<file path="src/rtl/bfs_pkg.sv">
// Shared types and constants for the box filter smoothing block.
`timescale 1ns / 1ps
`default_nettype none

package bfs_pkg;

	// Defaults for the top-level parameters
	localparam int KERNEL_SIDE_DEF = 3;
	localparam int MAX_WIDTH_DEF   = 2048;
	localparam int MAX_HEIGHT      = 2048;

	// Field widths
	localparam int PIX_W = 8;
	localparam int CFG_W = 12;

	// Register reset values
	localparam logic [CFG_W-1:0] FRAME_WIDTH_RST  = 12'd640;
	localparam logic [CFG_W-1:0] FRAME_HEIGHT_RST = 12'd480;

	// Result queue depth (power of two)
	localparam int OUT_DEPTH = 8;

	// Register indexes on the configuration port
	typedef enum logic {
		REG_FRAME_WIDTH  = 1'b0,
		REG_FRAME_HEIGHT = 1'b1
	} bfs_reg_t;

	// Input item
	typedef struct packed {
		logic [PIX_W-1:0] gray_pixel;
		logic             frame_start;
	} bfs_in_t;

	// Result item
	typedef struct packed {
		logic [PIX_W-1:0] smoothed_pixel;
		logic             frame_end;
	} bfs_out_t;

	// Per-item flags that ride down the pipeline
	typedef struct packed {
		logic produce;
		logic frame_end;
	} bfs_flag_t;

endpackage

`default_nettype wire

</file>
<file path="src/rtl/bfs_row.sv">
// One window-row cell: K pixel registers sliding left, with a registered row sum.
`timescale 1ns / 1ps
`default_nettype none

module bfs_row #(
	parameter int KERNEL_SIDE = bfs_pkg::KERNEL_SIDE_DEF
) (
	input  wire logic                                   clk,
	input  wire logic                                   arst_n,
	input  wire logic                                   shift_en,
	input  wire logic [bfs_pkg::PIX_W-1:0]              col_pix,
	output logic      [$clog2(255*KERNEL_SIDE+1)-1:0]   row_sum
);
	import bfs_pkg::*;

	localparam int RS_W = $clog2(255 * KERNEL_SIDE + 1);

	logic [PIX_W-1:0] win_q [KERNEL_SIDE];
	logic [RS_W-1:0]  sum_c;
	logic [RS_W-1:0]  row_sum_q;

	// Slide left, new column pixel enters on the right
	always_ff @(posedge clk or negedge arst_n) begin
		if (!arst_n) begin
			for (int k = 0; k < KERNEL_SIDE; k++) begin
				win_q[k] <= '0;
			end
		end else if (shift_en) begin
			for (int k = 0; k < KERNEL_SIDE - 1; k++) begin
				win_q[k] <= win_q[k+1];
			end
			win_q[KERNEL_SIDE-1] <= col_pix;
		end
	end

	// Row sum
	always_comb begin
		sum_c = '0;
		for (int k = 0; k < KERNEL_SIDE; k++) begin
			sum_c = sum_c + RS_W'(win_q[k]);
		end
	end

	always_ff @(posedge clk) begin
		row_sum_q <= sum_c;
	end

	assign row_sum = row_sum_q;

endmodule

`default_nettype wire

</file>
<file path="config.mk">
export PLATFORM = sky130hd
export DESIGN_NAME = bfs_row
export DESIGN_NICKNAME = d
export VERILOG_FILES = /design/src/rtl/bfs_pkg.sv /design/src/rtl/bfs_row.sv
export SDC_FILE = /design/constraint.sdc
export NUM_CORES = 1
export LEC_CHECK = 0
export BUFFER_PORTS_ARGS = -buffer_cell sky130_fd_sc_hd__buf_2
export CORE_AREA = 2 2 62 64
export CTS_BUF_LIST = sky130_fd_sc_hd__clkbuf_16
export DETAILED_ROUTE_END_ITERATION = 10
export DIE_AREA = 0 0 64 66
export GPL_ROUTABILITY_DRIVEN = 0
export MAX_ROUTING_LAYER = met4
export PLACE_DENSITY_LB_ADDON = 0.25
export SETUP_SLACK_MARGIN = 0.15
export SLEW_MARGIN = 40
export SYNTH_ARGS = -nofsm -noshare
export SYNTH_HDL_FRONTEND = slang
export SYNTH_SLANG_ARGS = --single-unit
</file>
<file path="constraint.sdc">
create_clock -name clk -period 4.6 [get_ports clk]
set_clock_uncertainty 0.15 [all_clocks]
set_input_delay 0.92 -clock clk [delete_from_list [all_inputs] [get_ports clk]]
set_output_delay 0.92 -clock clk [all_outputs]
set_load 0.02 [all_outputs]
</file>
## After elaboration in Yosys (flattened, before gate mapping)

Cells that the tools add are included.

- Register bits after elaboration: 34
- Latch bits: 0
- RAM bits: 0
- Bits in read-only memories: 0
- Input bits: 11
- Output and inout bits: 10
- Logic and storage cells: 6
- Memories: 0

- $add $sub $neg: 2
- $mul: 0
- Div/mod/pow operators: 0
- Order comparisons: 0
- Eq/ne operators: 0
- Shift operators: 0
- Mux-type cells: 0
- Bitwise gates (word level): 0
- Reductions and logical operators: 0

Operator list:

| operator | count |
|---|---|
| adder 9 x 8 -> 10 bit | 1 |
| adder 8 x 8 -> 9 bit | 1 |

## Logic depth before layout (Yosys ltp)

Gate-level depths: netlist of run 1.

- Word-level depth: 2
- Depth in mapped cells: 9
- Gate-level depth less buffers: 9

## Worst setup path after synthesis of run 1

No wires, ideal clock.

- Path kind: flip-flop to flip-flop
- Start point: reg win_q[1] in the netlist's numbering
- End point: reg row_sum_q[7] (netlist: row_sum[7])
- Setup time: 0.123 ns
- Arrival time: 2.052 ns
- Required time: 4.327 ns
- Slack: 2.275 ns
- Cell stages (with the launch flop): 8
- Path buffers: 0
- Period minus slack after synthesis: 2.325 ns
- Cell sequence: dfrtp_1 -> fa_1 -> ha_1 -> fa_1 -> a21oi_1 -> o21ai_0 -> a211oi_1 -> a21oi_1

- Cells in the longest elaborated chain, start to end: 1

RTL lines:

| what | line | RTL |
|---|---|---|
| start: declaration | bfs_row.sv:18 | `logic [PIX_W-1:0] win_q [KERNEL_SIDE];` |
| start signal: indexed assignment | bfs_row.sv:30 | `win_q[k] <= win_q[k+1];` |
| start signal: indexed assignment | bfs_row.sv:32 | `win_q[KERNEL_SIDE-1] <= col_pix;` |
| adder 9 x 8 -> 10 bit | bfs_row.sv:40 | `sum_c = sum_c + RS_W'(win_q[k]);` |
| via sum_c[7] | bfs_row.sv:19 | `logic [RS_W-1:0] sum_c;` |
| end signal: assignment | bfs_row.sv:45 | `row_sum_q <= sum_c;` |
| end: declaration | bfs_row.sv:20 | `logic [RS_W-1:0] row_sum_q;` |

The timed path passes the listed nets, and every way through them passes these cells.
A chain may end at the register's enable or synchronous reset.

## Worst setup path after layout of run 1

Ends and elaborated chain as after synthesis.

==> results of run 1 <==
==> flip-flops by register name, summed over array words and instances, names as in the netlist <==
register  flops
row_sum      10
win_q        24
==> metal layers <==
| layer | vias to the layer above | global-route usage (%) | wire (um) |
|---|---|---|---|
| met5 | - | - | 0 |
| met4 | 0 | 8.97 | 40 |
| met3 | 6 | 4.09 | 144 |
| met2 | 23 | 22.0 | 1120 |
| met1 | 453 | 14.6 | 930 |
| li1 | 436 | - | - |
==> power by group <==
group / internal, uW / switching (uW) / leakage (uW)
clock network: 192 / 102 / 0.0000723
logic: 170 / 223 / 0.000393
registers: 375 / 31.5 / 0.000370
total: 737 / 357 / 0.000834
==> synth_stat cells, types with 2 or more instances <==
cell	instances	share of area, %
mux2_2	18	13
nand2_1	7	1.7
o21ai_0	9	2.9
ha_1	7	5.7
buf_2	2	0.65
xor2_1	3	1.7
fa_1	9	12
dfrtp_1	24	39
xnor2_1	2	1.1
dfxtp_1	10	13
a21oi_1	7	2.3
a211oi_2	2	1.6
inv_1	10	2.4
==> area by class of cell <==
class | count | area (um^2) | share of cell area [%]
clock inverters | 2 | 7.51 | 0.414
repair buffers | 20 | 100 | 5.51
clock buffers | 5 | 125 | 6.89
inverters | 10 | 37.5 | 2.07
flip-flops and latches | 34 | 801 | 44.1
multi-input cells | 70 | 684 | 37.7
well taps | 48 | 60.1 | 3.31
==> final timing paths <==
path | from | endpoint
min | win_q[8] | win_q[16]
min reg2reg | win_q[8] | win_q[16]
min in group asynchronous | arst_n | win_q[9]
max | win_q[1] | row_sum[7]
max reg2reg | win_q[1] | row_sum[7]
max in group asynchronous | arst_n | win_q[5]
==> metrics by stage <==
step	hold slack (ps)	instances	util [%]	setup slack (ps)	area [um^2]
after global routing	372	189	51.1	1920	1820
final	342	189	51.1	2090	1820
after global placement	311	182	47.4	2170	1680
after floorplan	300	117	-	2270	1540
after detailed placement	329	182	47.4	2110	1680
after CTS	349	189	51.1	2090	1820
==> worst max-delay path, cell delays in order (launching register included) <==
cell and delay, ps:
dfrtp_1 400, fa_1 490, ha_1 260, fa_1 410
a21oi_1 220, o21ai_0 130, a211oi_1 240, a21oi_1 70
==> logic make-up (layout without fill, tap and decap cells) <==
kind of cell / after synthesis / after routing / synth area share (%)
flops: 34 / 34 / 52.1
compound gates: 23 / 23 / 9.12
mux: 18 / 18 / 13.2
fa+ha+maj: 16 / 16 / 17.4
buf+inv: 13 / 37 / 3.34
simple gates: 8 / 8 / 1.95
xor+xnor: 5 / 5 / 2.85
==> flow_summary.ini, run 1 <==
[run_status]
outcome = finished clean

[sta]
rsz0062_at_grt = no
fin_setup_tns_ps = 0
period_share_pct = 54.5
setup_viol = 0
max_slew.worst_pin.slew_ps = 566
clock.fmax_mhz = 399
hold_viol = 0
slew_viol_final = 0
period_needed_ps = 2510
maxSlewHeadroom_pct = 62.3

[cells_and_area]
syn_to_final_growth_pct = 18.2
diodes = 0
fillers = 341
drive_gt1_share_pct = 31.9
final_common_cell = dfrtp_1
layout_common_cells = dfrtp_1, buf_2, mux2_2, inv_1, dfxtp_1
layout.nets = 168

[critical_path]
cp-end-kind = flop
r2r_slack_ps = 2090
cp.required_ps = 4590
critPathKind = flop to flop
rr_worst_depth = 7
path_max_fanout = 3
startpoint_type = flop
worstPathArrival_ps = 2500

[global_routing]
antenna_found_initial = 0
grt_pass1_vias = 965
grt_pass1_wl_um = 4070
grt-ovfl-total = 0
grt_max_degree = 31
gr-usage-all-layers_pct = 13.6

[power_and_ir_drop]
power.total_uw = 1090
power_density_mw_per_mm2 = 602
ir_drop_mv = 0.189
p_leak_uw = 0.000834

[clock_network]
cts_resized = 0
clk_pin_slew_ps = 50
cts_buffer_depth = 2
cts_hold_buf = 0
cts_buffers = 5
post_cts_buffers = 0
clkLatencyLatePin_ps = 270
clockRootBuffer = clkbuf_16
cts_tree = built
numClockSinks = 34
htree_levels = 2

[min_path]
hp-class = flop to flop
hold_depth = 2

[floorplanning]
die_h_um = 66
io_pins = 21
coreArea_mm2 = 0.00355
die-area_mm2 = 0.00422
start_util_pct = 43.3
num_rows = 22
die_width_um = 64

[drt]
ant_nets = 0
detail_route.first_pass.iterations = 4
avgViaCountPerCell = 4.86
finalWirelength_um = 2240
drt-initial-drc-count = 55
drc = 0
vias = 918
wl_per_cell_um = 11.8

[synthesis]
synth_edf_count = 0
synth_seq_cells = 34
ys_seq_area_share_pct = 52.1
synthFlopType = dfrtp_1
async_flop_share_pct = 70.6
avgSynthCellArea_um2 = 13.1
yosysWarnings = 0
synthCells = 117
syn_area_mm2 = 0.00154
synth_cell_types = 20
syn_nets = 144

[place]
dp_hpwl_um = 1670
io_buffer_count = 20

[run]
cap_viol_max_count = 0
(Power assumes the default switching activity.)
==> run 2, diff against run 1 <==
==> constraint.sdc (replaced) <==
create_clock -name clk -period 2.5 [get_ports clk]
set_clock_uncertainty 0.15 [all_clocks]
set_input_delay 0.5 -clock clk [delete_from_list [all_inputs] [get_ports clk]]
set_output_delay 0.5 -clock clk [all_outputs]
set_load 0.02 [all_outputs]
==> flow_summary.ini, run 2 (same netlist as run 1, synthesis figures left out) <==
[power_and_ir_drop]
power.total_uw = 2100
power_density_mw_per_mm2 = 1130
comb_power_share_pct = 38.7
p_sw_share_pct = 33.5
switching_power_uw = 703
ir_drop_mv = 0.509
intPower_uw = 1400
p_leak_uw = 0.000834
seqPwrFrac_pct = 35.7
clock_power_share_pct = 25.6

[cells_and_area]
largest_register_ffs = 24
finalInstanceArea_mm2 = 0.00186
syn_to_final_growth_pct = 20.9
drive_gt1_share_pct = 36.9
diodes = 0
layout_common_cells = dfrtp_1, buf_2, mux2_2, inv_1, dfxtp_1
final_common_cell = dfrtp_1
fillers = 329
top_register = win_q
layout.nets = 169
fin_cells = 189

[clock_network]
clockRootBuffer = clkbuf_16
cts_hold_buf = 0
cts_buffers = 5
numClockSinks = 34
cts_buffer_depth = 2
cts_tree = built
htree_levels = 2
clk_pin_slew_ps = 50
clkLatencyLatePin_ps = 270

[drt]
vias = 922
avgViaCountPerCell = 4.88
ant_nets = 0
drc = 0
detail_route.first_pass.iterations = 4
finalWirelength_um = 2340
drt-initial-drc-count = 32
wl_per_cell_um = 12.4

[sta]
slew_viol_final = 0
fin_setup_tns_ps = 0
period_needed_ps = 2350
rsz0062_at_grt = yes
hold_viol = 0
period_share_pct = 94.1
maxSlewHeadroom_pct = 61.4
setup_viol = 0
clock.fmax_mhz = 425
max_slew.worst_pin.slew_ps = 580

[place]
io_buffer_count = 20
dp_hpwl_um = 1690
postPlaceCellArea_mm2 = 0.00168
dp_cells = 182

[min_path]
hp-class = input port to asynchronous set/reset pin

[floorplanning]
coreArea_mm2 = 0.00355
die_h_um = 66
num_rows = 22
die_width_um = 64
start_util_pct = 43.3
io_pins = 21
die-area_mm2 = 0.00422

[critical_path]
startpoint_type = flop
cp.required_ps = 2500
cp-end-kind = flop
crit_buf_inv = 0
worstPathArrival_ps = 2350
cp_slowest_cell = fa_1
path_max_fanout = 3
critPathMaxStageDelay_ps = 530
crit_chain = fa_1 > ha_4 > fa_2 > a21oi_4 > o21ai_2 > a211oi_2 > a21oi_1
crit_family = adder cells
critPathKind = flop to flop

[run]
cap_viol_max_count = 0

[global_routing]
grt_pass1_vias = 945
antenna_found_initial = 0
gr-usage-all-layers_pct = 13.7
grt_max_degree = 31
grt_pass1_wl_um = 4060
grt-ovfl-total = 0

[run_status]
outcome = finished clean
==> run 2: cell types whose count changed in the layout (fill, tap and decap cells not counted), sizes merged <==
cell and change:
inv -2, buf +1, clkinv +1
==> run 2: worst paths after layout <==
kind	start	endpoint	slack, ps	cells after the start
worst max-delay path	win_q[17]	row_sum[7]	150	7
worst min register to register	win_q[7]	win_q[15]	330	2
max in group asynchronous	arst_n	win_q[22]	1790	1
worst min-delay path	arst_n	win_q[9]	60	1
worst max register to register	win_q[17]	row_sum[7]	150	7
min in group clk	col_pix[7]	win_q[7]	290	3
==> run 2: layer usage <==
metal | up-vias | global-route usage [%] | part of all wire (%)
met3 | 4 | 6.47 | 5.8
li1 | 439 | - | -
met5 | - | - | 0
met4 | 0 | 5.71 | 1.2
met1 | 456 | 14.7 | 43
met2 | 23 | 21.7 | 50
==> run 2: metrics by stage <==
step	hold WS, ps	util, %	setup WS, ps
after floorplan	54.4	-	175
after global placement	311	47.4	73.4
after detailed placement	329	47.4	10.1
after CTS	79.7	51.3	156
after global routing	107	52.3	75.9
final	56.7	52.3	147
==> run 2: timing repair <==
action                     CTS  global route
setup endpoints to repair    3             3
buffers inserted             0             1
pin swaps                    2             9
gates resized for setup      3             7
==> run 2: cell type report <==
class / instances / area, um^2 / share of cell area, %
Sequential cell: 34 / 801 / 43.1
Tap cell: 48 / 60.1 / 3.23
Timing Repair Buffer: 21 / 108 / 5.79
Clock buffer: 5 / 125 / 6.73
Inverter: 10 / 37.5 / 2.02
Clock inverter: 1 / 3.75 / 0.202
Multi-Input combinational cell: 70 / 723 / 38.9
==> run 2: power by group through the flow <==
stage | clock network, uW | logic [uW] | registers, uW
6_report | 538 | 814 | 749
5_1_grt | 599 | 903 | 766
4_1_cts | 557 | 751 | 751
3_5_place_dp | 0 | 731 | 760
3_3_place_gp | 0 | 721 | 754
2_1_floorplan | 0 | 448 | 852
