### src/rtl/bfs_pkg.sv
// Shared types and constants for the box filter smoothing block.
`timescale 1ns / 1ps
`default_nettype none

package bfs_pkg;

	// Defaults for the top-level parameters
	localparam int KERNEL_SIDE_DEF = 3;
	localparam int MAX_WIDTH_DEF   = 2048;
	localparam int MAX_HEIGHT      = 2048;

	// Field widths
	localparam int PIX_W = 8;
	localparam int CFG_W = 12;

	// Register reset values
	localparam logic [CFG_W-1:0] FRAME_WIDTH_RST  = 12'd640;
	localparam logic [CFG_W-1:0] FRAME_HEIGHT_RST = 12'd480;

	// Result queue depth (power of two)
	localparam int OUT_DEPTH = 8;

	// Register indexes on the configuration port
	typedef enum logic {
		REG_FRAME_WIDTH  = 1'b0,
		REG_FRAME_HEIGHT = 1'b1
	} bfs_reg_t;

	// Input item
	typedef struct packed {
		logic [PIX_W-1:0] gray_pixel;
		logic             frame_start;
	} bfs_in_t;

	// Result item
	typedef struct packed {
		logic [PIX_W-1:0] smoothed_pixel;
		logic             frame_end;
	} bfs_out_t;

	// Per-item flags that ride down the pipeline
	typedef struct packed {
		logic produce;
		logic frame_end;
	} bfs_flag_t;

endpackage

`default_nettype wire

### src/rtl/bfs_mean.sv
// Window total and divide by K*K through a constant reciprocal multiply.
`timescale 1ns / 1ps
`default_nettype none

module bfs_mean #(
	parameter int KERNEL_SIDE = bfs_pkg::KERNEL_SIDE_DEF
) (
	input  wire logic                                                    clk,
	input  wire logic                                                    arst_n,
	input  wire logic [KERNEL_SIDE-1:0][$clog2(255*KERNEL_SIDE+1)-1:0]   row_sums,
	input  wire bfs_pkg::bfs_flag_t                                      flag_in,
	output logic                                                         push,
	output bfs_pkg::bfs_out_t                                            push_item
);
	import bfs_pkg::*;

	localparam int DIV    = KERNEL_SIDE * KERNEL_SIDE;
	localparam int SUM_W  = $clog2(255 * DIV + 1);
	localparam int DIV_L  = $clog2(DIV);
	localparam int SHIFT  = SUM_W + DIV_L;
	// ceil(2^SHIFT / DIV): exact quotient for every SUM_W-bit total
	localparam logic [63:0] RECIP = ((64'd1 << SHIFT) + 64'(DIV) - 64'd1) / 64'(DIV);
	localparam int M_W    = $clog2(RECIP + 64'd1);
	localparam int PROD_W = SUM_W + M_W;
	localparam logic [M_W-1:0] RECIP_M = M_W'(RECIP);

	logic [SUM_W-1:0]  total_c;
	logic [SUM_W-1:0]  sum_s4;
	logic [PROD_W-1:0] prod_s5;
	bfs_flag_t         flag_s4;
	bfs_flag_t         flag_s5;

	// Sum of row sums
	always_comb begin
		total_c = '0;
		for (int r = 0; r < KERNEL_SIDE; r++) begin
			total_c = total_c + SUM_W'(row_sums[r]);
		end
	end

	always_ff @(posedge clk) begin
		sum_s4  <= total_c;
		prod_s5 <= PROD_W'(sum_s4) * PROD_W'(RECIP_M);
	end

	always_ff @(posedge clk or negedge arst_n) begin
		if (!arst_n) begin
			flag_s4 <= '0;
			flag_s5 <= '0;
		end else begin
			flag_s4 <= flag_in;
			flag_s5 <= flag_s4;
		end
	end

	// Mean is at most 255, so the quotient fits the pixel field
	assign push                     = flag_s5.produce;
	assign push_item.smoothed_pixel = prod_s5[SHIFT +: PIX_W];
	assign push_item.frame_end      = flag_s5.frame_end;

endmodule

`default_nettype wire

### config.mk
export PLATFORM = sky130hd
export DESIGN_NAME = bfs_mean
export DESIGN_NICKNAME = d
export VERILOG_FILES = /design/src/rtl/bfs_pkg.sv /design/src/rtl/bfs_mean.sv
export SDC_FILE = /design/constraint.sdc
export NUM_CORES = 1
export LEC_CHECK = 0
export BUFFER_PORTS_ARGS = -buffer_cell sky130_fd_sc_hd__buf_2
export CAP_MARGIN = 40
export CORE_MARGIN = 5
export CORE_UTILIZATION = 55
export DETAILED_ROUTE_END_ITERATION = 8
export PLACE_DENSITY_LB_ADDON = 0.3
export REMOVE_ABC_BUFFERS = 1
export SLEW_MARGIN = 10
export SYNTH_ARGS = -nofsm -noshare
export SYNTH_HDL_FRONTEND = slang
export SYNTH_SLANG_ARGS = --single-unit
### constraint.sdc
create_clock -name clk -period 5.7 [get_ports clk]
set_clock_uncertainty 0.1 [all_clocks]
set_input_delay 0.855 -clock clk [delete_from_list [all_inputs] [get_ports clk]]
set_output_delay 0.855 -clock clk [all_outputs]
set_load 0.02 [all_outputs]
## Yosys cells after proc, flatten, opt, wreduce, memory -nomap -nowiden

Cells that the tools add are included.

- Register bits: 39
- Word-level logic and storage cells: 9
- RAM bits: 0
- Bits in latches: 0
- Memories: 0
- Memory bits (read-only): 0

- Bitwise operators: 0
- Div/mod/pow operators: 0
- Equal/unequal tests: 0
- Muxes and demuxes: 0
- Reductions and logical operators: 0
- Add/sub/neg operators: 2
- Shift-type cells: 0
- $mul: 1
- Order comparisons: 0

Operators with widths:

| operator | count |
|---|---|
| 12-bit by 12-bit multiplier with 23-bit output (second input constant) | 1 |
| 11-bit by 10-bit adder with 12-bit output | 1 |
| 10-bit by 10-bit adder with 11-bit output | 1 |

## Longest topological paths before layout

Gate-level depths: netlist of the first run.

- Depth after elaboration: 2
- Gate-level depth with buffers: 17
- Depth with buffers taken out: 16

## Worst setup path before layout of the first run

OpenSTA, ideal clock, no wires.

- Path kind: reg-to-reg
- Start point: register sum_s4[3]
- End point: register prod_s5[22]
- Cell stages (with the launch flop): 17
- Period minus slack after synthesis: 4452 ps
- Data arrival time: 4222 ps
- Path slack: 1248 ps
- Path buffers: 0
- Cells stage by stage: dfxtp_1 fa_1 ha_1 inv_1 fa_1 inv_1 fa_1 inv_1 fa_1 inv_1 ha_1 a21oi_1 nand3_1 nor4_1 o21a_1 o31ai_1 xor2_1

- Word-level cells in the longest chain between the ends: 1

Ends and longest elaborated chain:

| item | line | source |
|---|---|---|
| from (decl) | bfs_mean.sv:28 | `logic [SUM_W-1:0] sum_s4;` |
| from (signal assigned) | bfs_mean.sv:42 | `sum_s4 <= total_c;` |
| 12-bit by 12-bit multiplier with 23-bit output | bfs_mean.sv:43 | `prod_s5 <= PROD_W'(sum_s4) * PROD_W'(RECIP_M);` |
| to (signal assigned) | bfs_mean.sv:43 |  |
| to (decl) | bfs_mean.sv:29 | `logic [PROD_W-1:0] prod_s5;` |

No other way between the ends.

## Final worst setup path of the first run

Ends and elaborated chain as after synthesis.

==> summary.md, run 1 <==
| Metric | Value |
|---|---|
| Core area | `just under 6000 sq um` |
| Data required, critical path | `approximately 5800 ps` |
| Slew margin rel. | `72.6%` |
| Share of cells above drive strength 1 | `approximately 15%` |
| Hold Path Class | `flip-flop to flip-flop` |
| Critical Path, Cell by Cell | `fa_1 > ha_1 > inv_1 > fa_1 > inv_1 > fa_1 > inv_1 > fa_1 > inv_1 > ha_1 > a21oi_1 > nand3_1 > nor4_1 > o21a_1 > o31ai_1 > xor2_1` |
| Reg clk slew, reported paths | `roughly 100 ps` |
| Mapped Cells | `320` |
| Critical path capture point type | `flip-flop` |
| DP HPWL | `between 5000 and 6000 um` |
| Tot GR Track Use | `16.7%` |
| Die area | `7520 sq um` |
| Vias in the first global route | `2376` |
| Ports | `44` |
| Family with the most delay on the worst path | `adder cells` |
| Final nets | `approximately 520` |
| Routed len/inst | `~13 um` |
| Tcrit/Tclk final | `84.7%` |
| Routed wire length | `5770 um` |
| H-tree levels | `1` |
| Diodes inserted | `0` |
| Via count | `2302` |
| Die H | `86.7 um` |
| Crit path DAT | `around 4900 ps` |
| Cell Area, Synth | `~3200 sq um` |
| Pin count of the biggest net entering global routing | `15` |
| CTS tree | `built` |
| I/O Buffers | `43` |
| Skew-Pair Late Insertion Delay | `approximately 280 ps` |
| Register area share after synthesis | `between 10% and 20%` |
| Critical Path Source Type | `flip-flop` |
| Library cells used by synthesis | `42` |
| Seq cells post-synth | `24` |
| Total gr overflow | `0` |
| Slowest stage cell, crit path | `fa_1` |
| Initial antenna violation count | `0` |
| Syn_area_per_cell | `a little over 10 sq um` |
| Final Critical Period | `~4800 ps` |
| Synth top area share | `slightly below 30%` |
| Num Clock Sinks | `24` |
| Fin. max-slew vios | `0` |
| CTS resizes | `0` |
| Max incr delay on CP | `530 ps` |
| Synth top area cells | `ha_1 (29%), fa_1 (25%), dfxtp_1 (12%)` |
| Clk root buf | `clkbuf_8` |
| ANT nets after route | `0` |
| Starting Density | `between 50% and 60%` |
| Final setup violating endpoints | `0` |
| Vias per inst | `between 5 and 6` |
| Clock tree buffer depth | `2` |
| Warnings from Yosys | `0` |
| Final hold viol count | `0` |
| DRC errors left | `0` |
| First-pass GRT wire length | `10000 um` |
| RSZ-0062 raised after global routing | `false` |
| Crit Path Class | `flip-flop to flip-flop` |
| Row Count | `28` |
| Crit path max fanout | `4` |
| Status | `finished, final reports clean` |
| Max Freq | `207 MHz` |
| Post CTS Setup Buffer Count | `0` |
| Die X | `between 80 and 90 um` |
| WP buf/inv | `4` |
| Slew @ Worst Pin | `407 ps` |
| Pre-antenna DRT Iters | `4` |
| Post-cts hold buffer count | `0` |
| # Max-Cap Violations | `0` |
| Cell taking the most area after synthesis | `ha_1` |
| Area grow syn2layout | `11.3%` |
| Fin Setup TNS | `0 ps` |
| DRT iter0 DRCs | `47` |
| CTS Buf Count | `3` |
| Global placer's final weighted congestion | `roughly 0.85` |
-- area by class of cell --
| type | count | area, sq um |
|---|---|---|
| clock inverters | 1 | 30.0 |
| fillers | 515 | 2210 |
| clock buffers | 3 | 41.3 |
| well taps | 75 | 93.8 |
| repair buffers | 43 | 215 |
| flip-flops and latches | 24 | 500 |
| inverters | 71 | 267 |
| multi-input cells | 223 | 2450 |
-- synth_stat cells, drive strengths merged --
| library cell | number |
|---|---|
| a2111oi | 1 |
| a211o | 2 |
| a211oi | 4 |
| a21boi | 1 |
| a21o | 3 |
| a21oi | 9 |
| a221oi | 1 |
| a311oi | 1 |
| and2 | 1 |
| and3 | 1 |
| buf | 2 |
| dfrtp | 4 |
| dfxtp | 20 |
| fa | 40 |
| ha | 75 |
| inv | 71 |
| nand2 | 12 |
| nand2b | 1 |
| nand3 | 4 |
| nand4 | 4 |
| nor2 | 9 |
| nor2b | 4 |
| nor3 | 7 |
| nor4 | 2 |
| o211ai | 2 |
| o21a | 3 |
| o21ai | 8 |
| o22ai | 1 |
| o311ai | 2 |
| o31a | 2 |
| o31ai | 2 |
| o41ai | 1 |
| or2 | 1 |
| or4 | 1 |
| xnor2 | 14 |
| xor2 | 4 |
-- per-stage QoR --
| step | area, sq um | std cells | setup slack (ps) | util [%] | hold slack, ps |
|---|---|---|---|---|---|
| global route | 3600 | 440 | 595 | 61.9 | 266 |
| CTS | 3600 | 440 | 851 | 61.9 | 265 |
| finish | 3600 | 440 | 873 | 61.9 | 263 |
| global placement | 3530 | 436 | 979 | 60.7 | 234 |
| floorplan | 3220 | 318 | 1250 | - | 231 |
| detailed placement | 3530 | 436 | 858 | 60.7 | 247 |
-- cells by family after synthesis --
family	share of synthesized area, %
compound gates	10.2
buf+inv	8.70
flops	15.5
xor+xnor	4.87
fa+ha+maj	53.7
simple gates	7.07
-- state kept, by name, indices dropped and copies added (netlist names) --
signal and flops:
sum_s4 12, prod_s5 8, flag_s4 2, push 1
push_item 1
-- final timing paths --
kind	from	endpoint	slack, ps	cells after the start
max reg2reg	sum_s4[3]	prod_s5[22]	870	16
min	flag_s4[0]	push_item[0]	260	0
min reg2reg	flag_s4[0]	push_item[0]	260	0
max	sum_s4[3]	prod_s5[22]	870	16
min in group asynchronous	arst_n	push	270	1
max in group asynchronous	arst_n	flag_s4[0]	5120	1
-- per-layer routing --
metal  vias up  track usage, %  part of all wire, %
li1       1150               -                    -
met3        10            1.62                  4.5
met1      1084            22.6                   45
met2        58            28.2                   48
met4         0            5.10                  2.3
met5         -               0                    0
-- cell usage in the layout, fill, tap and decap left out, drive strengths merged, types with 2 or more instances in the layout --
cell type	instances
nor2b	4
dfrtp	4
o21ai	8
a21o	3
fa	40
nor4	2
o21a	3
a211oi	4
xor2	4
nand4	4
nand2	12
dfxtp	20
o211ai	2
xnor2	14
buf	43
a21oi	9
nor2	9
nor3	7
o311ai	2
clkbuf	3
nand3	4
ha	75
o31a	2
o31ai	2
inv	71
a211o	2
Power of run 1 is not shown: default switching activity piles up to over one toggle a cycle in this logic, so the estimate is an artifact.
==> run 2, diff against run 1 <==
--- a/config.mk
+++ b/config.mk
@@ -8,7 +8,7 @@
 export BUFFER_PORTS_ARGS = -buffer_cell sky130_fd_sc_hd__buf_2
 export CAP_MARGIN = 40
 export CORE_MARGIN = 5
-export CORE_UTILIZATION = 55
+export CORE_UTILIZATION = 54
 export DETAILED_ROUTE_END_ITERATION = 8
 export PLACE_DENSITY_LB_ADDON = 0.3
 export REMOVE_ABC_BUFFERS = 1
==> constraint.sdc (replaced) <==
create_clock -name clk -period 3.9 [get_ports clk]
set_clock_uncertainty 0.1 [all_clocks]
set_input_delay 0.585 -clock clk [delete_from_list [all_inputs] [get_ports clk]]
set_output_delay 0.585 -clock clk [all_outputs]
set_load 0.02 [all_outputs]
==> run 2 against run 1 <==
  * Critical endpoint is now prod_s5[23]
  * The flow now finishes with violations (negative setup slack)
  * Hold slack worse by 2.9 ps
  * Cell count increased by 13%
  * Wire length up 27%
  * Critical path depth is the same
  * Final area increased by 19%
  * Fmax increased by 8.2%
  * Non-clock buffer count up 56
  * Sequential share of layout area decreased by 1.9 points
  * Setup slack got worse by 1400 ps
  * Via count up 13%
==> summary.md, run 2 (synthesized netlist as in run 1, its figures left out) <==
| Metric | Value |
|---|---|
| CTS tree | `built` |
| Pre-antenna DRT Iters | `4` |
| Pre-CTS setup slack | `-750 ps` |
| ANT nets after route | `0` |
| RSZ-0062 raised after global routing | `true` |
| Tcrit/Tclk final | `114%` |
| Die X | `87.4 um` |
| Clk root buf | `clkbuf_8` |
| Max Freq | `224 MHz` |
| Ports | `between 40 and 50` |
| Area grow syn2layout | `32.3%` |
| Total gr overflow | `0` |
| Die area | `approximately 7600 sq um` |
| Final hold slack | `260 ps` |
| Non-Filler Instances | `between 400 and 500` |
| Initial antenna violation count | `0` |
| Crit path DAT | `between 4000 and 5000 ps` |
| Largest reg by FF count | `sum_s4` |
| CP startpoint | `sum_s4[7]` |
| Tot GR Track Use | `20.3%` |
| Slew margin rel. | `between 70% and 80%` |
| First-pass GRT wire length | `~12000 um` |
| Vias in the first global route | `approximately 2800` |
| Placed insts | `480` |
| Vias per inst | `5.23` |
| Num Clock Sinks | `24` |
| Share of cells above drive strength 1 | `a little over a third` |
| Global placer's final weighted congestion | `0.848` |
| Row Count | `28` |
| CTS Buf Count | `3` |
| Crit path max fanout | `3` |
| Pin count of the biggest net entering global routing | `15` |
| Routed wire length | `about 7300 um` |
| Final setup violating endpoints | `8` |
| DRT iter0 DRCs | `113` |
| Routed len/inst | `between 10 and 15 um` |
| Data required, critical path | `3970 ps` |
| DP HPWL | `5710 um` |
| Final nets | `approximately 570` |
| Final Critical Period | `4460 ps` |
| Slew @ Worst Pin | `~400 ps` |
| Reg-to-reg startpoint | `sum_s4[7]` |
| Final worst setup slack | `-561 ps` |
| H-tree levels | `1` |
| Largest register FFs | `12` |
| Final hold viol count | `0` |
| Status | `finished, violations left` |
| Skew-Pair Late Insertion Delay | `approximately 280 ps` |
| Hold Path Class | `flip-flop to flip-flop` |
| Biggest regs | `sum_s4: 12 flops, prod_s5: 8 flops, flag_s4: 2 flops` |
| Via count | `between 2000 and 3000` |
| DRC errors left | `0` |
| Most frequent cells in the layout | `inv_1 (67), ha_1 (65), buf_4 (53)` |
| Critical path capture point type | `flip-flop` |
| Die H | `approximately 90 um` |
| HP Start | `flag_s4[1]` |
| Fin. max-slew vios | `0` |
| Clock tree buffer depth | `2` |
| Diodes inserted | `0` |
| Crit Path Class | `flip-flop to flip-flop` |
| Commonest non-fill, non-tap cell in the layout | `inv_1` |
| Critical Path Source Type | `flip-flop` |
| I/O Buffers | `between 40 and 50` |
| # Max-Cap Violations | `0` |
| Starting Density | `roughly 55%` |
| Core area | `slightly below 6000 sq um` |
| Failing checks | `negative setup slack` |
| Reg clk slew, reported paths | `around 100 ps` |
## run 2: final cells by class
class                   count  area (sq um)
repair buffers             99           646
well taps                  75          93.8
flip-flops and latches     24           514
multi-input cells         223          2690
clock inverters             1          30.0
fillers                   399          1600
inverters                  71           267
clock buffers               3          41.3
## run 2: timing repair
action | CTS | global route
endpoints found under the setup margin | 8 | 8
hold buffers | 1 | 0
pin swaps | 31 | 14
gates resized for setup | 43 | 8
endpoints found under the hold margin | 4 | 0
setup buffers | 8 | 4
## run 2: routing by layer
metal	vias to the layer above	routed length (um)	share of wire (%)	global-route usage (%)
li1	1264	-	-	-
met1	1240	3050	42	24.6
met2	75	3700	51	36.1
met3	15	388	5.3	3.78
met4	0	172	2.4	6.42
met5	-	0	0	0
## run 2: worst paths after layout
kind                               end  slack (ps)  depth (start not counted)
setup / recovery           prod_s5[23]        -560                         16
hold / removal                    push         260                          0
setup reg to reg           prod_s5[23]        -560                         16
hold reg to reg                   push         260                          0
max in group asynchronous   flag_s4[0]        3050                          2
min in group asynchronous         push         530                          2
## run 2: worst max-delay path: stages (launching register included)
cell      delay, ps
dfxtp_4         370
fa_1            500
ha_4            300
inv_2            40
fa_1            520
inv_1            50
fa_1            490
inv_1            40
fa_1            480
inv_2            50
ha_4            290
nand2_2          70
o311ai_2        260
o21ai_1         140
o21a_2          290
o31ai_2         250
xnor2_1         110
## run 2: stage by stage
| step | setup TNS, ps | utilization (%) | instance area, sq um |
|---|---|---|---|
| floorplan | -3550 | - | 3220 |
| global placement | -4460 | 65.6 | 3860 |
| detailed placement | -5230 | 65.6 | 3860 |
| CTS | -2830 | 71.6 | 4210 |
| global route | -5190 | 72.8 | 4280 |
| finish | -3590 | 72.8 | 4280 |
Power of run 2 is left out for the same reason.
