[config.mk]
export PLATFORM = sky130hd
export DESIGN_NAME = bfs_fifo
export DESIGN_NICKNAME = d
export VERILOG_FILES = /design/src/rtl/bfs_pkg.sv /design/src/rtl/bfs_fifo.sv
export SDC_FILE = /design/constraint.sdc
export NUM_CORES = 1
export LEC_CHECK = 0
export ABC_AREA = 1
export BUFFER_PORTS_ARGS = -buffer_cell sky130_fd_sc_hd__buf_2
export CAP_MARGIN = 10
export CORE_ASPECT_RATIO = 0.7
export CORE_UTILIZATION = 30
export CTS_BUF_LIST = sky130_fd_sc_hd__clkbuf_8 sky130_fd_sc_hd__clkbuf_16
export CTS_CLUSTER_SIZE = 24
export DETAILED_ROUTE_END_ITERATION = 6
export PLACE_DENSITY_LB_ADDON = 0.2
export SLEW_MARGIN = 0
export SYNTH_ARGS = -nofsm -noshare
export SYNTH_HDL_FRONTEND = slang
export SYNTH_SLANG_ARGS = --single-unit
[constraint.sdc]
create_clock -name clk -period 2.15 [get_ports clk]
set_input_delay 0 -clock clk [delete_from_list [all_inputs] [get_ports clk]]
set_output_delay 0 -clock clk [all_outputs]
set_load 0.005 [all_outputs]
[src/rtl/bfs_pkg.sv]
// Shared types and constants for the box filter smoothing block.
`timescale 1ns / 1ps
`default_nettype none

package bfs_pkg;

	// Defaults for the top-level parameters
	localparam int KERNEL_SIDE_DEF = 3;
	localparam int MAX_WIDTH_DEF   = 2048;
	localparam int MAX_HEIGHT      = 2048;

	// Field widths
	localparam int PIX_W = 8;
	localparam int CFG_W = 12;

	// Register reset values
	localparam logic [CFG_W-1:0] FRAME_WIDTH_RST  = 12'd640;
	localparam logic [CFG_W-1:0] FRAME_HEIGHT_RST = 12'd480;

	// Result queue depth (power of two)
	localparam int OUT_DEPTH = 8;

	// Register indexes on the configuration port
	typedef enum logic {
		REG_FRAME_WIDTH  = 1'b0,
		REG_FRAME_HEIGHT = 1'b1
	} bfs_reg_t;

	// Input item
	typedef struct packed {
		logic [PIX_W-1:0] gray_pixel;
		logic             frame_start;
	} bfs_in_t;

	// Result item
	typedef struct packed {
		logic [PIX_W-1:0] smoothed_pixel;
		logic             frame_end;
	} bfs_out_t;

	// Per-item flags that ride down the pipeline
	typedef struct packed {
		logic produce;
		logic frame_end;
	} bfs_flag_t;

endpackage

`default_nettype wire

[src/rtl/bfs_fifo.sv]
// Result queue between the pipeline and the output channel.
`timescale 1ns / 1ps
`default_nettype none

module bfs_fifo (
	input  wire logic                                     clk,
	input  wire logic                                     arst_n,
	input  wire logic                                     push,
	input  wire bfs_pkg::bfs_out_t                        push_item,
	input  wire logic                                     pop_ready,
	output logic                                          out_valid,
	output bfs_pkg::bfs_out_t                             out_item,
	output logic      [$clog2(bfs_pkg::OUT_DEPTH+1)-1:0]  fill
);
	import bfs_pkg::*;

	localparam int PTR_W = $clog2(OUT_DEPTH);
	localparam int CNT_W = $clog2(OUT_DEPTH + 1);

	bfs_out_t         slot_q [OUT_DEPTH];
	logic [PTR_W-1:0] wptr_q;
	logic [PTR_W-1:0] rptr_q;
	logic [CNT_W-1:0] count_q;
	logic             pop;

	assign out_valid = (count_q != '0);
	assign pop       = out_valid && pop_ready;
	assign out_item  = slot_q[rptr_q];
	assign fill      = count_q;

	always_ff @(posedge clk) begin
		if (push) begin
			slot_q[wptr_q] <= push_item;
		end
	end

	// Pointers and occupancy
	always_ff @(posedge clk or negedge arst_n) begin
		if (!arst_n) begin
			wptr_q  <= '0;
			rptr_q  <= '0;
			count_q <= '0;
		end else begin
			if (push) begin
				wptr_q <= wptr_q + PTR_W'(1);
			end
			if (pop) begin
				rptr_q <= rptr_q + PTR_W'(1);
			end
			case ({push, pop})
				2'b10:   count_q <= count_q + CNT_W'(1);
				2'b01:   count_q <= count_q - CNT_W'(1);
				default: count_q <= count_q;
			endcase
		end
	end

endmodule

`default_nettype wire

==> Yosys cells after proc, flatten, opt, wreduce, memory -nomap -nowiden <==
Memory sizes are Yosys's and may differ from the RTL's.
Index checks and enable logic that the tools add are counted.
{ "classes": {"mul": 0, "n_addsub": 4, "n_lt_le_gt_ge": 0, "muxes": 3, "div": 0, "bitwise_logic": 0, "n_shift": 0, "n_eq_ne": 2, "reduce_logical": 3} }
{ "ops": {"columns": ["op", "count"], "rows": [
  ["$pmux 4 s2", 1],
  ["$add 3x1->3 const B", 2],
  ["$add 4x1->4 const B", 1],
  ["$reduce_bool 4->1", 1],
  ["$sub 4x1->4 const B", 1],
  ["$eq 2x1->1 const B", 1],
  ["$eq 2x2->1 const B", 1],
  ["$mux 1", 2],
  ["$reduce_bool 2->1", 1],
  ["$logic_and 1x1->1", 1]
]} }
{ "word_totals": {"ramBits": 72, "in_bits": 13, "word_cells": 16, "latchBits": 0, "mem_count": 1, "romBits": 0, "reg_bits": 10, "out_inout_bits": 14} }
{ "mem_list": {"columns": ["memory", "words", "word_bits", "rd", "rd_clocked_by_memory_dff", "write_ports", "line", "text"], "rows": [
  ["slot_q", 8, 9, 1, 0, 1, "bfs_fifo.sv:20", "bfs_out_t slot_q [OUT_DEPTH];"]
]} }

==> Depth between registers and ports, before layout <==
Gate-level depths: netlist of the first run.
{ "depth": {"word_depth": 4, "depth_mapped": 13, "depth_no_buf": 13} }

==> Least setup slack after synthesis of the first run <==
No wires, ideal clock.
{ "synth_timing": {"path_kind": "register to register", "start": "register count_q[0] (netlist: fill[0])", "end": "register count_q[2] (netlist: fill[2])", "t_required_ns": 2.022, "arrival_time_ns": 1.629, "path_stages_with_launch": 12, "path_buffers": 0, "synth_period_minus_slack_ns": 1.757, "path_slack_ns": 0.393, "setup_time_ns": 0.128, "path_cell_list": "dfrtp_1 -> nor2_1 -> nand3_1 -> nand2_2 -> inv_2 -> ha_1 -> nand2_1 -> nand2_1 -> ha_1 -> a21oi_1 -> xor2_1 -> o21ai_0"} }
{ "synth_via": {"elab_chain_len": 4, "word_cells_on_any_way": 8, "classes_between": "2 x add/sub; 2 x eq/ne; 1 x mux; 3 x reduce/logical"} }
{ "synth_lines": {"columns": ["element", "line", "text"], "rows": [
  ["start: declaration", "bfs_fifo.sv:23", "logic [CNT_W-1:0] count_q;"],
  ["start signal: assignment", "bfs_fifo.sv:51", "2'b10: count_q <= count_q + CNT_W'(1);"],
  ["start signal: assignment", "bfs_fifo.sv:52", "2'b01: count_q <= count_q - CNT_W'(1);"],
  ["start signal: assignment", "bfs_fifo.sv:53", "default: count_q <= count_q;"],
  ["$reduce_bool 4->1 *", "bfs_fifo.sv:26", "assign out_valid = (count_q != '0);"],
  ["net out_valid", "bfs_fifo.sv:11", "output logic out_valid,"],
  ["$logic_and 1x1->1 *", "bfs_fifo.sv:27", "assign pop = out_valid && pop_ready;"],
  ["$eq 2x1->1 or $eq 2x2->1 (tied branches)", "bfs_fifo.sv:50", "case ({push, pop})"],
  ["$pmux 4 s2 or $reduce_bool 2->1 (tied branches)", null, null]
]} }
Mark *: on every way through the listed nets, which the timed path passes. The rest lies on a longest branch.
A chain may end at the register's enable or synchronous reset.

==> Worst setup path after layout of the first run <==
{ "layout_timing": {"start": "register count_q[0] (netlist: fill[0])", "end": "register count_q[2] (netlist: fill[2])"} }
{ "layout_via": {"elab_chain_len": 4, "word_cells_on_any_way": 8, "classes_between": "2 x add/sub; 2 x eq/ne; 1 x mux; 3 x reduce/logical"} }
{ "layout_lines": {"columns": ["element"], "rows": [
  ["branches (longest 4 deep; another with $sub 4x1->4)"]
]} }
Several ways; the timed one is not identified.

==> metrics.md, run 1 <==
| Metric | Value |
|---|---|
| DIE AREA | `12000 µm²` |
| Clk pin slew, worst setup/hold paths | `0.06 ns` |
| HP Class | `in -> async` |
| Final worst path period share | `0.861` |
| Hold slack | `0.0548 ns` |
| Num ports | `27` |
| FF+latch area | `2410 µm²` |
| Arr. time, crit path | `2.06 ns` |
| Most common cell in the synthesized netlist | `edfxtp_1` |
| Setup violators final | `0` |
| Total global routing track utilization | `0.142` |
| Tmin final | `1.85 ns` |
| Status | `complete, no violations` |
| Sequential power share | `0.375` |
| Setup TNS | `0 ns` |
| Avg Cell Area, Syn | `11.6 µm²` |
| Synthesized area | `3470 µm²` |
| Number of global-route vias before repair | `2175` |
| Total congestion overflow | `0` |
| Htree depth | `3` |
| Post-route ant nets | `0` |
| Layout cells sized above 1 | `0.170` |
| Reg2Reg Depth | `11` |
| CTS Sinks | `82` |
| Port bufs | `26` |
| Initial antenna violation count | `0` |
| Synth top cells by count | `72 x edfxtp_1, 64 x nor2_1, 51 x nand2_1` |
| Fin. max-slew vios | `0` |
| Longest Clk Path Bufs | `2` |
| Routability Congestion | `0.779` |
| Vias per Instance | `4.36` |
| Post-synth top area cell | `edfxtp_1` |
| Synth unique cells | `24` |
| Psw | `0.00190 W` |
| Cell Pwr Density | `1320 nW/µm²` |
| Avg WL per Cell | `14.9 µm` |
| GR peak layer | `met2` |
| Synthesized instance count | `299` |
| CTS tree | `yes` |
| Slew @ Worst Pin | `0.414 ns` |
| Drt initial violations | `186` |
| Num rows | `32` |
| Post-synth EDFFs | `72` |
| Pleak | `1.64 nW` |
| DIE WIDTH | `131 µm` |
| WP data required | `2.36 ns` |
| Met2 usage | `0.204` |
| Final WL | `7.63 mm` |
| Unrepaired setup endpoints after global routing | `false` |
| Vias | `2232` |
| CTS Buf Count | `9` |
| Mapped Nets | `317` |
| Synthesis-to-finish area growth | `22.1%` |
| Post-DP Area | `3810 µm²` |
| Top cell type's share of synthesized area | `0.623` |
| Seq cells post-synth | `82` |
| Top FF cell, synth | `edfxtp_1` |
| Clk root buf | `clkbuf_16` |
| Clock power frac | `0.286` |
| Synth async-reset ratio | `0.122` |
| Largest net degree at the start of global routing | `38` |
| Die height | `92.0 µm` |
| Maximum vdd ir drop | `0.000485 V` |
| Final Util | `0.381` |
| Worst setup SP type | `flop` |
| Setup Skew | `0.00671 ns` |
| Max_cap viols | `0` |
| CP Max Fanout | `5` |
| # fillers | `1131` |
| Post-route DRC | `0` |
| Finished layout cell area | `4240 µm²` |
| GR Util met1 | `0.200` |
| Sequential-to-total area share from yosys stat | `0.695` |
| Core Region | `11100 µm²` |
| Sw frac | `0.341` |
| Multi-input gate area | `883 µm²` |
| N_diodes | `0` |
| First-pass GRT wire length | `12.0 mm` |
| Crit end category | `flop` |
| P_int | `0.00368 W` |
| TritonRoute pass-1 iters | `4` |
| Total of warnings raised by yosys | `0` |
| Most area-consuming cells after synthesis | `edfxtp_1 62%, dfrtp_1 7.2%, nor2_1 6.9%, nand2_1 5.5%, o21ai_1 4.3%` |
| Initial Util | `0.312` |
| DP HPWL | `4.74 mm` |
| Max Fclk | `540 MHz` |
| Final net count | `372` |
| Slew Limit Headroom | `0.723` |
| Total power draw | `0.00558 W` |
| WS Path Type | `reg -> reg` |
| Met3 Resource Use GR | `0.0473` |
| Worst-Skew Late Latency | `0.34 ns` |
| Fin. Hold Viols | `0` |
| Combinational power share | `0.340` |
[placed cells by master, fill, tap and decap left out]
master,instances
nand2_1,51
nor2_2,1
edfxtp_1,72
clkinv_2,1
clkbuf_16,9
o21ai_0,27
o21ai_1,30
bufinv_16,2
nand3_1,4
buf_2,26
dlygate4sd3_1,12
inv_1,12
nor2_1,64
inv_6,2
nand3b_1,1
xor2_1,5
or2_1,1
nand2_2,1
buf_4,18
dfrtp_1,10
ha_1,5
xnor2_1,1
inv_2,1
clkinv_1,2
a21oi_1,1
[kinds of logic after synthesis]
family	count (synthesis)	synth area share
AO/OA/AOI/OAI	58	0.0836
XOR/XNOR	6	0.0151
adder cells (fa/ha/maj)	5	0.0180
flip-flops	82	0.695
AND/OR/NAND/NOR	123	0.138
buffers and inverters	25	0.0505
[layer usage]
layer  vias up  wire, µm
met5         -         0
li1       1132         -
met2        45      3300
met3         9       374
met4         0       116
met1      1046      3840
[flip-flops by register name, indices dropped and copies added (netlist names)]
name and flops:
fill 4, rptr_q 3, wptr_q 3, slot_q 72
[stage by stage]
| stage | std cells | worst slack, ns |
|---|---|---|
| floorplan | 299 | 0.393 |
| detailed placement | 484 | 0.303 |
| global placement | 484 | 0.332 |
| finish | 512 | 0.298 |
| CTS | 512 | 0.301 |
| global route | 512 | 0.125 |
[what timing repair did]
action / CTS / global route
setup buffers: 0 / 0
resized for setup: 0 / 0
endpoints found under the setup margin: 0 / 0
hold buffers: 12 / 0
hold endpoints to repair: 86 / 0
[area by class of cell]
class	count	area share
timing repair buffer	56	0.0910
tap	153	0.0452
clock inverter	7	0.0201
multi-input combinational	192	0.209
sequential	82	0.569
inverter	13	0.0127
clock buffer	9	0.0532
[power groups by stage]
stage                     logic [W]  clock network, W  registers [W]
after CTS                   0.00193           0.00163        0.00209
after global routing        0.00217           0.00169        0.00212
final                       0.00190           0.00159        0.00209
after detailed placement    0.00191                 0        0.00212
after floorplan             0.00137                 0        0.00210
after global placement      0.00190                 0        0.00212
[critical path, cell delays in order, from the launching register on]
cell	delay (ns)
dfrtp_1	0.43
nor2_1	0.12
nand3_1	0.10
nand2_2	0.11
inv_2	0.06
ha_1	0.22
nand2_1	0.08
nand2_1	0.07
ha_1	0.18
a21oi_1	0.14
xor2_1	0.14
o21ai_0	0.08
[worst paths after layout]
path	slack [ns]	to	start
worst max-delay path	0.30	fill[2]	fill[0]
worst min-delay path	0.05	fill[0]	arst_n
worst max register to register	0.30	fill[2]	fill[0]
worst min register to register	0.55	wptr_q[0]	wptr_q[0]
max in group asynchronous	1.89	rptr_q[0]	arst_n
min in group clk	0.46	wptr_q[1]	push
Power figures use the tool's default switching activity.
==> run 2, diff against run 1 <==
--- a/config.mk
+++ b/config.mk
@@ -5,12 +5,10 @@
 export SDC_FILE = /design/constraint.sdc
 export NUM_CORES = 1
 export LEC_CHECK = 0
-export ABC_AREA = 1
 export BUFFER_PORTS_ARGS = -buffer_cell sky130_fd_sc_hd__buf_2
 export CAP_MARGIN = 10
 export CORE_ASPECT_RATIO = 0.7
 export CORE_UTILIZATION = 30
-export CTS_BUF_LIST = sky130_fd_sc_hd__clkbuf_8 sky130_fd_sc_hd__clkbuf_16
 export CTS_CLUSTER_SIZE = 24
 export DETAILED_ROUTE_END_ITERATION = 6
 export PLACE_DENSITY_LB_ADDON = 0.2
==> constraint.sdc (replaced) <==
create_clock -name clk -period 2.15 [get_ports clk]
set_input_delay 0 -clock clk [delete_from_list [all_inputs] [get_ports clk]]
set_output_delay 0 -clock clk [all_outputs]
set_load 0.01 [all_outputs]
==> run 2 against run 1 <==
Critical path depth shrank 1. Clock power increased by 7%. Cell area is 2.0% higher. Critical endpoint unchanged. Largest cell class unchanged. Largest power group unchanged.
==> metrics.md, run 2 <==
| Metric | Value |
|---|---|
| Status | `complete, no violations` |
| Post-route DRC | `0` |
| Setup Skew | `0.00707 ns` |
| Longest Clk Path Bufs | `2` |
| Crit end category | `flop` |
| Most area-consuming cells after synthesis | `edfxtp_1 64%, dfrtp_1 7.5%, mux4_1 7.1%, mux4_2 6.0%, mux2_4 4.0%` |
| Initial Util | `0.317` |
| Setup violators final | `0` |
| Top FF cell, synth | `edfxtp_1` |
| Mapped Nets | `176` |
| Final WL | `6.32 mm` |
| Post-route ant nets | `0` |
| Num ports | `27` |
| Htree depth | `3` |
| Drt initial violations | `86` |
| FF-to-FF Start | `fill[0]` |
| Final worst path period share | `0.976` |
| Most common cell in the synthesized netlist | `edfxtp_1` |
| P_int | `0.00421 W` |
| Sw frac | `0.276` |
| DIE AREA | `11600 µm²` |
| Total global routing track utilization | `0.119` |
| Slowest-stage cell, CP | `or4_4` |
| Fin. Hold Viols | `0` |
| Avg WL per Cell | `16.8 µm` |
| Die height | `90.5 µm` |
| DP HPWL | `4.11 mm` |
| Clock power frac | `0.292` |
| Synth unique cells | `26` |
| Synthesis-to-finish area growth | `28.8%` |
| Worst path cell trace | `or4_4 -> nand2_4 -> inv_4 -> ha_4 -> xor2_1 -> ha_2 -> a21oi_2 -> xor2_1 -> nor2_1 -> xor2_1` |
| Clk root buf | `clkbuf_16` |
| Most flop-heavy register | `slot_q` |
| Maximum vdd ir drop | `0.000588 V` |
| Avg Cell Area, Syn | `21.2 µm²` |
| Largest net degree at the start of global routing | `20` |
| Total of warnings raised by yosys | `0` |
| Setup TNS | `0 ns` |
| Port bufs | `26` |
| HP Class | `in -> async` |
| Number of global-route vias before repair | `1662` |
| CTS Sinks | `82` |
| Total congestion overflow | `0` |
| Top Family by Delay on Critical Path | `simple AND/OR/NAND/NOR gates` |
| Reg2Reg Depth | `10` |
| Layout cells sized above 1 | `0.421` |
| Post-synth EDFFs | `72` |
| Psw | `0.00160 W` |
| Most frequent cells in the layout | `72 x edfxtp_1, 26 x buf_2, 22 x buf_4` |
| Tmin final | `2.10 ns` |
| N_diodes | `0` |
| Initial antenna violation count | `0` |
| Max Fclk | `476 MHz` |
| Core Region | `10600 µm²` |
| Post-synth top area cell | `edfxtp_1` |
| R2R Path End | `fill[2]` |
| Clk pin slew, worst setup/hold paths | `0.06 ns` |
| Max_cap viols | `0` |
| Post-CTS setup buffers | `0` |
| Crit path top cell by count | `xor2_1` |
| CTS Buf Count | `9` |
| Synthesized area | `3350 µm²` |
| Pleak | `1.57 nW` |
| Cell Pwr Density | `1350 nW/µm²` |
| Vias per Instance | `4.37` |
| Num rows | `31` |
| Sequential-to-total area share from yosys stat | `0.719` |
| R2R Setup Slk | `0.05 ns` |
| Worst setup SP type | `flop` |
| Fin. max-slew vios | `0` |
| Combinational power share | `0.325` |
| Hold slack | `0.0626 ns` |
| Total power draw | `0.00581 W` |
| WP data required | `2.36 ns` |
| First-pass GRT wire length | `9.68 mm` |
| CTS tree | `yes` |
| Unrepaired setup endpoints after global routing | `true` |
| Synth top cells by count | `72 x edfxtp_1, 10 x dfrtp_1, 9 x mux2_4, 9 x mux4_1, 9 x mux4_2` |
| Synth async-reset ratio | `0.122` |
| Number of flip-flops under the largest register name | `72` |
| Final net count | `242` |
| CP Max Fanout | `2` |
| DIE WIDTH | `128 µm` |
| Slew @ Worst Pin | `0.758 ns` |
| Vias | `1642` |
| Most common cell after layout, fill and taps aside | `edfxtp_1` |
| WS Path Type | `reg -> reg` |
| Synthesized instance count | `158` |
| Routability Congestion | `0.697` |
| CP max stage delay | `0.55 ns` |
| Seq cells post-synth | `82` |
| Final Util | `0.408` |
| Top cell type's share of synthesized area | `0.645` |
| Sequential power share | `0.383` |
| Slew Limit Headroom | `0.495` |
| Worst-Skew Late Latency | `0.33 ns` |
| Arr. time, crit path | `2.31 ns` |
| TritonRoute pass-1 iters | `6` |
| CP Buf/Inv Count | `1` |
## run 2: repair_timing
action	in CTS	in global routing
gates resized for setup	1	7
setup endpoints to repair	1	2
hold buffers	12	0
hold endpoints to repair	85	0
pin swaps	0	1
## run 2: how the worst max path moves through the flow
stage                 start  endpoint  slack (ns)  depth (start not counted)
CTS                 fill[0]   fill[3]       0.003                          8
detailed placement  fill[0]   fill[3]        0.03                          8
floorplan           fill[0]   fill[2]       -0.05                         10
finish              fill[0]   fill[2]        0.05                         10
global route        fill[0]   fill[2]       -0.03                         10
global placement    fill[0]   fill[3]       0.008                          8
## run 2: worst reg2reg max path: cells and delay by family (launching register included)
kind,cells,cell delay [ns]
fa+ha+maj,2,0.32
flops,1,0.40
buf+inv,1,0.05
simple gates,3,0.70
xor+xnor,3,0.42
compound gates,1,0.11
## run 2: power by group through the flow
stage / Clock [W] / Sequential [W] / Combinational (W)
2_1_floorplan: 0 / 0.00222 / 0.00129
3_3_place_gp: 0 / 0.00226 / 0.00187
3_5_place_dp: 0 / 0.00226 / 0.00186
4_1_cts: 0.00174 / 0.00223 / 0.00189
5_1_grt: 0.00180 / 0.00226 / 0.00207
6_report: 0.00170 / 0.00223 / 0.00189
## run 2: cells by family after synthesis
family          share of synthesized area
flops                               0.719
mux                                 0.184
simple gates                       0.0317
xor+xnor                           0.0235
buf+inv                            0.0157
fa+ha+maj                          0.0187
compound gates                    0.00672
## run 2: final cells by class
cell class	count	area, µm²
repair buffers	60	415
flip-flops and latches	82	2410
clock inverters	5	104
clock buffers	10	229
well taps	148	185
inverters	2	10.0
multi-input cells	69	962
fillers	952	6270
## run 2: per-layer routing
layer | track usage | up-vias | share of wire
li1 | - | 776 | -
met1 | 0.174 | 829 | 0.51
met3 | 0.0415 | 8 | 0.042
met4 | 0.0382 | 0 | 0.011
met5 | 0 | - | 0
met2 | 0.162 | 29 | 0.44
## run 2: stage by stage
step	setup slack (ns)	instances	area, µm²
3_3_place_gp	0.00835	349	3820
5_1_grt	-0.0287	376	4320
4_1_cts	0.00307	376	4280
6_report	0.0509	376	4320
3_5_place_dp	0.0286	349	3820
2_1_floorplan	-0.0526	158	3380
